[src/design/mbp_pkg.sv]
package mbp_pkg;

  localparam int MAX_CODE_BITS = 32;
  localparam int IN_VALUE_W    = 32;
  localparam int IN_LEN_W      = 6;
  localparam int BYTE_W        = 8;
  localparam int BYTE_LAST_BIT = 7;

  localparam int LEN_W = $clog2(MAX_CODE_BITS + 1);
  localparam int BUF_W = MAX_CODE_BITS + BYTE_W;
  localparam int CNT_W = $clog2(BUF_W + 1);

  localparam int Q_DEPTH = 2;
  localparam int PTR_W   = (Q_DEPTH > 1) ? $clog2(Q_DEPTH) : 1;
  localparam int QCNT_W  = $clog2(Q_DEPTH + 1);

  typedef struct packed {
    logic [MAX_CODE_BITS-1:0] value;
    logic [LEN_W-1:0]         len;
    logic                     flush;
  } item_t;

endpackage

[src/design/mbp_in_if.sv]
interface mbp_in_if;
  logic                             valid;
  logic                             ready;
  logic [mbp_pkg::IN_VALUE_W-1:0]   code_value;
  logic [mbp_pkg::IN_LEN_W-1:0]     code_length;
  logic                             flush;

  modport source (output valid, output code_value, output code_length, output flush,
                  input ready);
  modport sink   (input valid, input code_value, input code_length, input flush,
                  output ready);
endinterface

[src/design/mbp_out_if.sv]
interface mbp_out_if;
  logic                         valid;
  logic                         ready;
  logic [mbp_pkg::BYTE_W-1:0]   out_byte;
  logic                         is_last;

  modport source (output valid, output out_byte, output is_last, input ready);
  modport sink   (input valid, input out_byte, input is_last, output ready);
endinterface

[src/design/mbp_front.sv]
module mbp_front (
  mbp_in_if.sink          in_i,
  output logic            push_valid_o,
  output mbp_pkg::item_t  push_item_o,
  input  logic            push_ready_i
);
  import mbp_pkg::*;

  logic [IN_VALUE_W+MAX_CODE_BITS-1:0] wide_value;
  logic [LEN_W-1:0]                    len_sat;

  assign wide_value = {{MAX_CODE_BITS{1'b0}}, in_i.code_value};

  // saturate the length, then keep only the bits that will be appended
  always_comb begin
    if (int'(in_i.code_length) > MAX_CODE_BITS) begin
      len_sat = LEN_W'(MAX_CODE_BITS);
    end else begin
      len_sat = LEN_W'(in_i.code_length);
    end
    for (int i = 0; i < MAX_CODE_BITS; i++) begin
      push_item_o.value[i] = (i < int'(len_sat)) ? wide_value[i] : 1'b0;
    end
    push_item_o.len   = len_sat;
    push_item_o.flush = in_i.flush;
  end

  assign push_valid_o      = in_i.valid;
  assign in_i.ready        = push_ready_i;

endmodule

[src/design/mbp_queue.sv]
module mbp_queue (
  input  logic            clk_i,
  input  logic            rst_ni,
  input  logic            push_valid_i,
  input  mbp_pkg::item_t  push_item_i,
  output logic            push_ready_o,
  output logic            pop_valid_o,
  output mbp_pkg::item_t  pop_item_o,
  input  logic            pop_i
);
  import mbp_pkg::*;

  item_t             mem_q [Q_DEPTH];
  logic [PTR_W-1:0]  wr_ptr_q, wr_ptr_d;
  logic [PTR_W-1:0]  rd_ptr_q, rd_ptr_d;
  logic [QCNT_W-1:0] count_q, count_d;
  logic              push;

  assign push_ready_o = (count_q != QCNT_W'(Q_DEPTH));
  assign push         = push_valid_i && push_ready_o;
  assign pop_valid_o  = (count_q != '0);
  assign pop_item_o   = mem_q[rd_ptr_q];

  always_comb begin
    wr_ptr_d = wr_ptr_q;
    rd_ptr_d = rd_ptr_q;
    count_d  = count_q;
    if (push) begin
      wr_ptr_d = (wr_ptr_q == PTR_W'(Q_DEPTH - 1)) ? '0 : wr_ptr_q + 1'b1;
    end
    if (pop_i) begin
      rd_ptr_d = (rd_ptr_q == PTR_W'(Q_DEPTH - 1)) ? '0 : rd_ptr_q + 1'b1;
    end
    if (push && !pop_i) begin
      count_d = count_q + 1'b1;
    end else if (!push && pop_i) begin
      count_d = count_q - 1'b1;
    end
  end

  always_ff @(posedge clk_i or negedge rst_ni) begin
    if (!rst_ni) begin
      wr_ptr_q <= '0;
      rd_ptr_q <= '0;
      count_q  <= '0;
    end else begin
      wr_ptr_q <= wr_ptr_d;
      rd_ptr_q <= rd_ptr_d;
      count_q  <= count_d;
    end
  end

  always_ff @(posedge clk_i) begin
    if (push) begin
      mem_q[wr_ptr_q] <= push_item_i;
    end
  end

endmodule

[src/design/mbp_back.sv]
module mbp_back (
  input  logic            clk_i,
  input  logic            rst_ni,
  input  logic            item_valid_i,
  input  mbp_pkg::item_t  item_i,
  output logic            pop_o,
  mbp_out_if.source       out_o
);
  import mbp_pkg::*;

  logic [BUF_W-1:0]  buf_q, buf_d;
  logic [CNT_W-1:0]  cnt_q, cnt_d;
  logic              flush_q, flush_d;
  logic              active_q, active_d;
  logic              ovld_q, ovld_d;
  logic [BYTE_W-1:0] byte_q, byte_d;
  logic              last_q, last_d;

  logic              emit_ok, fire, rem_need, can_load, new_need;
  logic [BYTE_W-1:0] e_byte;
  logic              e_last;
  logic [BUF_W-1:0]  rem_buf, base_buf, new_buf;
  logic [CNT_W-1:0]  rem_cnt, base_cnt, new_cnt, shamt;

  assign emit_ok = !ovld_q || out_o.ready;
  assign fire    = active_q && emit_ok;
  assign e_byte  = buf_q[BUF_W-1 -: BYTE_W];

  // a full byte if there is one, otherwise the zero padded flush byte
  always_comb begin
    if (cnt_q >= CNT_W'(BYTE_W)) begin
      e_last  = flush_q && (cnt_q == CNT_W'(BYTE_W));
      rem_cnt = cnt_q - CNT_W'(BYTE_W);
      rem_buf = buf_q << BYTE_W;
    end else begin
      e_last  = 1'b1;
      rem_cnt = '0;
      rem_buf = '0;
    end
  end

  assign rem_need = (rem_cnt >= CNT_W'(BYTE_W)) || (flush_q && (rem_cnt != '0));
  assign can_load = !active_q || (fire && !rem_need);
  assign pop_o    = can_load && item_valid_i;

  assign base_cnt = fire ? rem_cnt : cnt_q;
  assign base_buf = fire ? rem_buf : buf_q;

  // new code lands just below the pending bits
  assign shamt    = CNT_W'(BUF_W) - base_cnt - CNT_W'(item_i.len);
  assign new_buf  = base_buf | (BUF_W'(item_i.value) << shamt);
  assign new_cnt  = base_cnt + CNT_W'(item_i.len);
  assign new_need = (new_cnt >= CNT_W'(BYTE_W)) || (item_i.flush && (new_cnt != '0));

  always_comb begin
    buf_d    = buf_q;
    cnt_d    = cnt_q;
    flush_d  = flush_q;
    active_d = active_q;
    ovld_d   = ovld_q;
    byte_d   = byte_q;
    last_d   = last_q;
    if (pop_o) begin
      buf_d    = new_buf;
      cnt_d    = new_cnt;
      flush_d  = item_i.flush;
      active_d = new_need;
    end else if (fire) begin
      buf_d    = rem_buf;
      cnt_d    = rem_cnt;
      active_d = rem_need;
    end
    if (fire) begin
      ovld_d = 1'b1;
      byte_d = e_byte;
      last_d = e_last;
    end else if (out_o.ready) begin
      ovld_d = 1'b0;
    end
  end

  always_ff @(posedge clk_i or negedge rst_ni) begin
    if (!rst_ni) begin
      buf_q    <= '0;
      cnt_q    <= '0;
      flush_q  <= 1'b0;
      active_q <= 1'b0;
      ovld_q   <= 1'b0;
      byte_q   <= '0;
      last_q   <= 1'b0;
    end else begin
      buf_q    <= buf_d;
      cnt_q    <= cnt_d;
      flush_q  <= flush_d;
      active_q <= active_d;
      ovld_q   <= ovld_d;
      byte_q   <= byte_d;
      last_q   <= last_d;
    end
  end

  assign out_o.valid    = ovld_q;
  assign out_o.out_byte = byte_q;
  assign out_o.is_last  = last_q;

  a_active_has_work: assert property (@(posedge clk_i) disable iff (!rst_ni)
    active_q |-> ((cnt_q >= CNT_W'(BYTE_W)) || (flush_q && (cnt_q != '0))))
    else $error("active without a byte to emit");

  a_idle_partial: assert property (@(posedge clk_i) disable iff (!rst_ni)
    !active_q |-> ((cnt_q < CNT_W'(BYTE_W)) && !(flush_q && (cnt_q != '0))))
    else $error("idle with undelivered bits");

  a_low_bits_clear: assert property (@(posedge clk_i) disable iff (!rst_ni)
    (buf_q << cnt_q) == '0)
    else $error("stale bits below the pending bits");

  a_pop_when_free: assert property (@(posedge clk_i) disable iff (!rst_ni)
    pop_o |-> (item_valid_i && (!active_q || (fire && !rem_need))))
    else $error("transaction popped while busy");

  a_fire_shows: assert property (@(posedge clk_i) disable iff (!rst_ni)
    fire |=> ovld_q)
    else $error("emitted byte not presented");

endmodule

[src/design/msb_first_bit_packer.sv]
// Packs codes of 0 to 32 bits into bytes, earliest bit in bit 7. An input
// transaction is taken every cycle while the two-entry queue behind the input
// has room; the packing stage drains the queue at one byte per cycle, while the
// receiver is ready, through a single output register. A code completes up to
// five bytes (including the padded flush byte), for a 32-bit code with seven
// bits pending and flush set. A flush with no pending bits and no completed
// byte gives no output; otherwise the final byte of a flush transaction carries
// is_last. Pending bits are zero after reset.
module msb_first_bit_packer (
  input  logic      clk_i,
  input  logic      rst_ni,
  mbp_in_if.sink    in_i,
  mbp_out_if.source out_o
);
  import mbp_pkg::*;

  logic  push_valid, push_ready;
  item_t push_item;
  logic  q_valid, pop;
  item_t q_item;

  mbp_front u_front (
    .in_i         (in_i),
    .push_valid_o (push_valid),
    .push_item_o  (push_item),
    .push_ready_i (push_ready)
  );

  mbp_queue u_queue (
    .clk_i        (clk_i),
    .rst_ni       (rst_ni),
    .push_valid_i (push_valid),
    .push_item_i  (push_item),
    .push_ready_o (push_ready),
    .pop_valid_o  (q_valid),
    .pop_item_o   (q_item),
    .pop_i        (pop)
  );

  mbp_back u_back (
    .clk_i        (clk_i),
    .rst_ni       (rst_ni),
    .item_valid_i (q_valid),
    .item_i       (q_item),
    .pop_o        (pop),
    .out_o        (out_o)
  );

endmodule

[src/flat_wrapper.sv]
// flat-port wrapper written by rule: the top's interface ports become plain ports
module msb_first_bit_packer_flat import mbp_pkg::*;
  (clk_i, rst_ni, in_i_valid, in_i_code_value, in_i_code_length, in_i_flush, in_i_ready, out_o_valid, out_o_out_byte, out_o_is_last, out_o_ready);
  mbp_in_if in_i_i ();
  mbp_out_if out_o_i ();
  input  logic clk_i;
  input  logic rst_ni;
  input wire logic [$bits(in_i_i.valid)-1:0] in_i_valid;
  input wire logic [$bits(in_i_i.code_value)-1:0] in_i_code_value;
  input wire logic [$bits(in_i_i.code_length)-1:0] in_i_code_length;
  input wire logic [$bits(in_i_i.flush)-1:0] in_i_flush;
  output wire logic [$bits(in_i_i.ready)-1:0] in_i_ready;
  output wire logic [$bits(out_o_i.valid)-1:0] out_o_valid;
  output wire logic [$bits(out_o_i.out_byte)-1:0] out_o_out_byte;
  output wire logic [$bits(out_o_i.is_last)-1:0] out_o_is_last;
  input wire logic [$bits(out_o_i.ready)-1:0] out_o_ready;
  assign in_i_i.valid = in_i_valid;
  assign in_i_i.code_value = in_i_code_value;
  assign in_i_i.code_length = in_i_code_length;
  assign in_i_i.flush = in_i_flush;
  assign in_i_ready = in_i_i.ready;
  assign out_o_valid = out_o_i.valid;
  assign out_o_out_byte = out_o_i.out_byte;
  assign out_o_is_last = out_o_i.is_last;
  assign out_o_i.ready = out_o_ready;
  msb_first_bit_packer u_core (.clk_i(clk_i), .rst_ni(rst_ni), .in_i(in_i_i), .out_o(out_o_i));
endmodule
[config.mk]
export PLATFORM = sky130hd
export DESIGN_NAME = msb_first_bit_packer_flat
export DESIGN_NICKNAME = d
export VERILOG_FILES = /design/src/design/mbp_pkg.sv /design/src/design/mbp_in_if.sv /design/src/design/mbp_out_if.sv /design/src/design/mbp_front.sv /design/src/design/mbp_queue.sv /design/src/design/mbp_back.sv /design/src/design/msb_first_bit_packer.sv /design/src/flat_wrapper.sv
export SDC_FILE = /design/constraint.sdc
export NUM_CORES = 1
export LEC_CHECK = 0
export BUFFER_PORTS_ARGS = -buffer_cell sky130_fd_sc_hd__buf_2
export CAP_MARGIN = 20
export CELL_PAD_IN_SITES_DETAIL_PLACEMENT = 0
export CELL_PAD_IN_SITES_GLOBAL_PLACEMENT = 1
export CORE_MARGIN = 2
export CORE_UTILIZATION = 30
export DETAILED_ROUTE_END_ITERATION = 8
export PLACE_DENSITY = 0.6
export SLEW_MARGIN = 20
export SYNTH_ARGS = -nofsm -noshare
export SYNTH_HDL_FRONTEND = slang
export SYNTH_SLANG_ARGS = --single-unit
[constraint.sdc]
create_clock -name clk_i -period 4.8 [get_ports clk_i]
set_input_delay 0.48 -clock clk_i [delete_from_list [all_inputs] [get_ports clk_i]]
set_output_delay 0.48 -clock clk_i [all_outputs]
set_load 0.005 [all_outputs]
==> run_results.csv, run 1 <==
group,metric,value,unit
detailed_routing,num_vias,6905,
setup_path,cp_slowest_cell,"fa_2",
synth,synth_cell_type_count,79,
clocking,ctsHtreeMaxLevel,4,
sta,finalClockSkew,0.0174,ns
setup_path,startpoint_type,"register",
clocking,clock_latency,0.43,ns
detailed_routing,drc,0,
clocking,clock_sinks,140,
min_path,hold_class,"in -> async",
global_route,antenna_found_initial,0,
sta,tns,0,ns
synth,syn_inst,810,
global_route,grtUsageTotal,16.1,%
synth,synth-seq-cells,140,
die,start_util,30.4,%
setup_path,crit_path_max_fanout,32,
setup_path,required,5.10,ns
cells_and_area,antenna_cells,0,
detailed_routing,dr.max_layer_used,"met4",
die,core-area,30500,um^2
cells_and_area,regArea,3890,um^2
detailed_routing,drt_pass1_iterations,5,
sta,relSlewSlack,37.2,%
setup_path,worstPathArrival,4.72,ns
detailed_routing,drt_first_iter_violations,804,
die,rows,64,
die,die_w,180,um
clocking,cts_resized,0,
sta,period_minus_slack,4.42,ns
synth,ys_warn_count,0,
detailed_routing,ant_nets,0,
synth,syn-num-nets,870,
clocking,holdBufCountCts,0,
sta,fmax,226,MHz
synth,synth_simple_gate_area_share,10.4,%
synth,yosysMostFrequentCell,"edfxtp_1",
cells_and_area,fillers,3051,
global_route,grt_overflow,0,
setup_path,crit_buf_inv,4,
run,drv_cap,0,
sta,fin_crit_sh,92.1,%
synth,synthAdderAreaFrac,2.62,%
clocking,cts_root_buf,"clkbuf_16",
setup_path,slowest_delay,0.70,ns
setup_path,path_delay_family,"adder cells",
synth,synth_common_cells,"78 x edfxtp_1, 65 x nand2_1, 62 x dfrtp_1, 52 x mux4_2, 51 x mux2i_1",
sta,tightest_slew,0.943,ns
global_route,grt_pass1_wl,41000,um
synth,synthFlopType,"edfxtp_1",
clocking,clkTransAtPathRegs,0.07,ns
cells_and_area,multi_input_area,4980,um^2
global_route,grt_pass1_vias,6850,
synth,ys_top_cells_by_area,"edfxtp_1 25%, dfrtp_1 17%, mux4_2 13%",
synth,synth_seq_area_share,42.0,%
cells_and_area,layout-drive-gt1-share,25.7,%
cells_and_area,fin_nets,912,
clocking,cts_tree,"built",
synth,synth_xor_xnor_area_share,2.01,%
status,outcome,"finished clean",
sta,slew_viol_final,0,
synth,synth_edf_count,78,
detailed_routing,viasPerCell,5.48,
detailed_routing,wl_met2,11500,um
placed_design,place_congestion,0.844,
placed_design,dpl.hpwl,19600,um
synth,synth_compound_area_share,16.7,%
detailed_routing,wl_met1,12900,um
setup_path,endpoint_kind,"register",
sta,final_hold_viol_count,0,
sta,rsz0062_at_grt,"false",
cells_and_area,synthToLayoutAreaGrowth,14.1,%
synth,ys_async_sr_fraction,44.3,%
sta,setup_viol,0,
setup_path,worstSetupPathType,"reg -> reg",
detailed_routing,wl_met3,1110,um
detailed_routing,post_drt_wl_per_cell,20.6,um
synth,synth_mux_area_share,21.7,%
synth,synthesis.area,9280,um^2
die,die_h,180,um
detailed_routing,totalWireLength,26000,um
setup_path,crit_chain,"nor3_1 -> nand3_1 -> nand2_1 -> inv_1 -> ha_1 -> inv_1 -> ha_1 -> fa_2 -> buf_12 -> buf_4 -> mux2i_1 -> a22o_1 -> o21ai_0 -> a32o_1 -> a221oi_1 -> o21bai_1",
synth,yosysTopAreaCell,"edfxtp_1",
synth,synth_top_area_share,25.2,%
die,io_pins,54,
global_route,grt_max_degree,63,
clocking,clockBufferDepth,2,
placed_design,port_buffers,53,
synth,syn_area_per_cell,11.5,um^2
synth,synth_top_family_by_area,"multiplexers",
die,die_area,32400,um^2
clocking,cts_buffers,17,
cells by family (layout without fill, tap and decap cells):
logic type                 after synthesis  after routing
DFF                                    140            140
xor gates and xnor gates                17             17
adders and majority gates               17             17
muxes                                  130            130
and+or+nand+nor                        199            199
buffers and inverters                   84            139
AOI/OAI and AO/OA                      223            223
cells in the final DEF, fill, tap and decap left out, types with 9 or more instances in the layout:
cell type and instances:
a21boi_0 17, a21oi_1 23, a22o_1 10, a22oi_1 39, and2_1 11, buf_2 53
buf_4 27, clkbuf_16 17, dfrtp_1 61, edfxtp_1 78, ha_1 12, inv_1 22
mux2_2 23, mux2i_1 51, mux4_2 52, nand2_1 64, nand3_1 28, nor2_1 39
nor2b_1 12, o21a_1 9, o21ai_0 38, o21ai_1 14, o31ai_1 11
area by class of cell:
class                           count  share of cell area (%)
Multi-Input combinational cell    586                    47.0
Sequential cell                   140                    36.8
Timing Repair Buffer               83                    5.06
Tap cell                          396                    4.68
Clock buffer                       17                    4.02
Clock inverter                     15                    1.57
Inverter                           24                   0.851
flip-flops by register name, summed over array words and instances, names as in the netlist:
name                          count
u_core.u_back.out_o.is_last       1
u_core.u_queue.mem_q             78
u_core.u_back.buf_q              40
u_core.u_back.out_o.valid         1
u_core.u_queue.wr_ptr_q           1
u_core.u_back.out_o.out_byte      8
u_core.u_back.flush_q             1
u_core.u_back.active_q            1
u_core.u_back.cnt_q               6
u_core.u_queue.rd_ptr_q           1
u_core.u_queue.count_q            2
routing by layer:
metal,vias up,global-route usage [%]
li1,3226,-
met1,3453,24.1
met2,196,24.1
met3,30,2.55
met4,0,4.52
met5,-,0
worst paths after layout:
| check | slack (ns) | from | to | cells past startpoint |
|---|---|---|---|---|
| setup / recovery | 0.38 | u_core.u_back.cnt_q[5]$_DFF_PN0_ | u_core.u_back.buf_q[32]$_DFF_PN0_ | 16 |
| hold / removal | 0.22 | rst_ni | u_core.u_back.out_o.valid$_DFFE_PN0P_ | 2 |
| setup reg to reg | 0.38 | u_core.u_back.cnt_q[5]$_DFF_PN0_ | u_core.u_back.buf_q[32]$_DFF_PN0_ | 16 |
| hold reg to reg | 0.49 | u_core.u_back.flush_q$_DFFE_PN0N_ | u_core.u_back.flush_q$_DFFE_PN0N_ | 2 |
| max in group asynchronous | 4.02 | rst_ni | u_core.u_queue.rd_ptr_q$_DFFE_PN0N_ | 2 |
| min in group clk_i | 0.25 | in_i_flush | u_core.u_queue.mem_q[0][0]$_DFFE_PP_ | 1 |
metrics by stage:
step	utilization [%]	std cells	hold slack (ns)	setup WS, ns	instance area [um^2]
after detailed placement	32.6	1224	0.471	0.333	9960
after global routing	34.7	1261	0.230	0.0646	10600
final	34.7	1261	0.223	0.380	10600
after global placement	32.6	1223	0.466	0.383	9930
after floorplan	-	810	0.184	0.540	9280
after CTS	34.6	1256	0.228	0.301	10600
repair_timing:
item	4_1_cts	5_1_grt
endpoints found under the setup margin	0	2
setup buffers	0	5
hold endpoints to repair	0	0
Power of run 1 is left out: the tool's default activity adds up to more than one toggle a clock period on the data nets, which glitch-free logic cannot reach.
==> inputs of run 2 (changes only) <==
==> constraint.sdc (replaced) <==
create_clock -name clk_i -period 4.8 [get_ports clk_i]
set_input_delay 1.44 -clock clk_i [delete_from_list [all_inputs] [get_ports clk_i]]
set_output_delay 1.44 -clock clk_i [all_outputs]
set_load 0.005 [all_outputs]
==> run 2 against run 1 <==
Effect of this change: via count increased by 4.5%; worst hold slack improved by 0.26 ns; register-to-register slack improved by 0.16 ns; largest cell class unchanged.
==> run_results.csv, run 2 (synthesized netlist as in run 1, its figures left out) <==
group,metric,value,unit
setup_path,crit_path_max_fanout,11,
placed_design,dpl.hpwl,20300,um
die,die_w,180,um
die,core-area,30500,um^2
global_route,antenna_found_initial,0,
setup_path,endpoint_kind,"register",
clocking,clockBufferDepth,2,
clocking,ctsHtreeMaxLevel,4,
clocking,cts_buffers,17,
die,io_pins,54,
setup_path,required,5.09,ns
setup_path,startpoint_type,"input port",
global_route,grt_max_degree,49,
cells_and_area,fillers,3008,
cells_and_area,fin_nets,980,
status,outcome,"finished clean",
die,die_area,32400,um^2
sta,whs,0.485,ns
global_route,grtUsageTotal,16.8,%
clocking,cts_root_buf,"clkbuf_16",
detailed_routing,totalWireLength,27000,um
die,start_util,30.4,%
cells_and_area,largest_register,"u_core.u_queue.mem_q",
cells_and_area,layout-drive-gt1-share,31.4,%
sta,fin_crit_sh,97.1,%
detailed_routing,drc,0,
clocking,clkTransAtPathRegs,0.06,ns
clocking,cts_tree,"built",
detailed_routing,ant_nets,0,
min_path,min-delay-start,"u_core.u_back.flush_q$_DFFE_PN0N_",
setup_path,worstRegToRegCells,16,
sta,finalClockSkew,0.0207,ns
min_path,hold_class,"reg -> reg",
sta,setup_viol,0,
sta,tightest_slew,0.947,ns
run,drv_cap,0,
sta,final_hold_viol_count,0,
sta,fmax,215,MHz
placed_design,place_congestion,0.858,
global_route,grt_overflow,0,
clocking,clock_latency,0.44,ns
sta,slew_viol_final,0,
detailed_routing,drt_first_iter_violations,694,
setup_path,crit_chain,"buf_2 -> nand2b_2 -> nand3_1 -> nand2_1 -> inv_1 -> ha_1 -> inv_1 -> ha_1 -> fa_2 -> buf_4 -> mux4_2 -> mux2_2 -> nor2_1 -> nor4_1 -> nor4_1 -> buf_4 -> o31ai_1",
global_route,grt_pass1_vias,7248,
detailed_routing,viasPerCell,5.43,
sta,relSlewSlack,36.7,%
setup_path,timing.rr.end,"u_core.u_back.buf_q[39]$_DFF_PN0_",
cells_and_area,synthToLayoutAreaGrowth,20.4,%
detailed_routing,drt_pass1_iterations,5,
cells_and_area,antenna_cells,0,
clocking,holdBufCountCts,0,
sta,period_minus_slack,4.66,ns
cells_and_area,final_common_cell,"buf_4",
min_path,min_to,"u_core.u_back.flush_q$_DFFE_PN0N_",
setup_path,worstPathArrival,4.95,ns
clocking,clock_sinks,140,
detailed_routing,post_drt_wl_per_cell,20.3,um
die,die_h,180,um
setup_path,slowest_delay,0.72,ns
setup_path,worstSetupPathType,"in -> reg",
setup_path,r2r_slack,0.54,ns
cells_and_area,largest_reg_flops,78,
min_path,holdPathStages,2,
setup_path,r2r-start,"u_core.u_back.cnt_q[5]$_DFF_PN0_",
setup_path,cp_slowest_cell,"fa_2",
sta,tns,0,ns
cells_and_area,mostFrequentLayoutCells,"91 x buf_4, 78 x edfxtp_1, 64 x nand2_1",
die,rows,64,
detailed_routing,num_vias,7219,
placed_design,port_buffers,53,
global_route,grt_pass1_wl,42900,um
[run 2: cell types whose count changed in the layout (fill, tap and decap cells not counted), moves of 2 or more]
cell	change
buf_4	+64
inv_8	-6
buf_12	+4
clkinvlp_4	+3
a221oi_1	-2
a221oi_2	+2
[run 2: worst max path at each step]
stage,slack (ns),cells after the start,from,endpoint
floorplan,0.15,16,out_o_ready,u_core.u_back.buf_q[32]$_DFF_PN0_
global placement,-0.41,16,out_o_ready,u_core.u_back.buf_q[32]$_DFF_PN0_
detailed placement,-0.41,16,out_o_ready,u_core.u_back.buf_q[32]$_DFF_PN0_
CTS,0.04,16,out_o_ready,u_core.u_back.buf_q[32]$_DFF_PN0_
global route,-0.001,16,out_o_ready,u_core.u_back.buf_q[32]$_DFF_PN0_
finish,0.14,17,out_o_ready,u_core.u_back.buf_q[39]$_DFF_PN0_
[run 2: metrics by stage]
stage / util [%] / worst slack, ns / instance area [um^2] / std cells
after floorplan: - / 0.150 / 9280 / 810
after global placement: 34.4 / -0.414 / 10500 / 1293
after detailed placement: 34.4 / -0.409 / 10500 / 1293
after CTS: 36.4 / 0.0382 / 11100 / 1325
after global routing: 36.6 / -0.00118 / 11200 / 1329
final: 36.6 / 0.141 / 11200 / 1329
[run 2: cell type report]
class                   count  area (um^2)  share of cell area (%)
clock buffers              18          429                    3.84
multi-input cells         586         5010                    44.8
repair buffers            151         1090                    9.79
flip-flops and latches    140         3890                    34.9
well taps                 396          495                    4.44
inverters                  24         90.1                   0.806
clock inverters            14          159                    1.42
[run 2: worst max-delay path: cells and delay by family]
| kind | cells | cell delay (ns) |
|---|---|---|
| AO/OA/AOI/OAI | 1 | 0.06 |
| AND/OR/NAND/NOR | 6 | 0.93 |
| multiplexers | 2 | 0.65 |
| adder cells (fa/ha/maj) | 3 | 1.23 |
| buffers and inverters | 5 | 0.62 |
[run 2: timing repair]
| item | 4_1_cts | 5_1_grt |
|---|---|---|
| setup endpoints to repair | 0 | 6 |
| gates resized for setup | 0 | 6 |
| hold endpoints to repair | 0 | 0 |
| buffers inserted | 0 | 3 |
[run 2: per-layer routing]
| metal | share of wire, % | global-route usage (%) | vias to the layer above |
|---|---|---|---|
| met3 | 4.3 | 2.35 | 36 |
| met5 | 0 | 0 | - |
| met1 | 49 | 24.7 | 3601 |
| li1 | - | - | 3360 |
| met2 | 45 | 25.1 | 222 |
| met4 | 2.5 | 6.28 | 0 |
Power of run 2 is left out for the same reason.
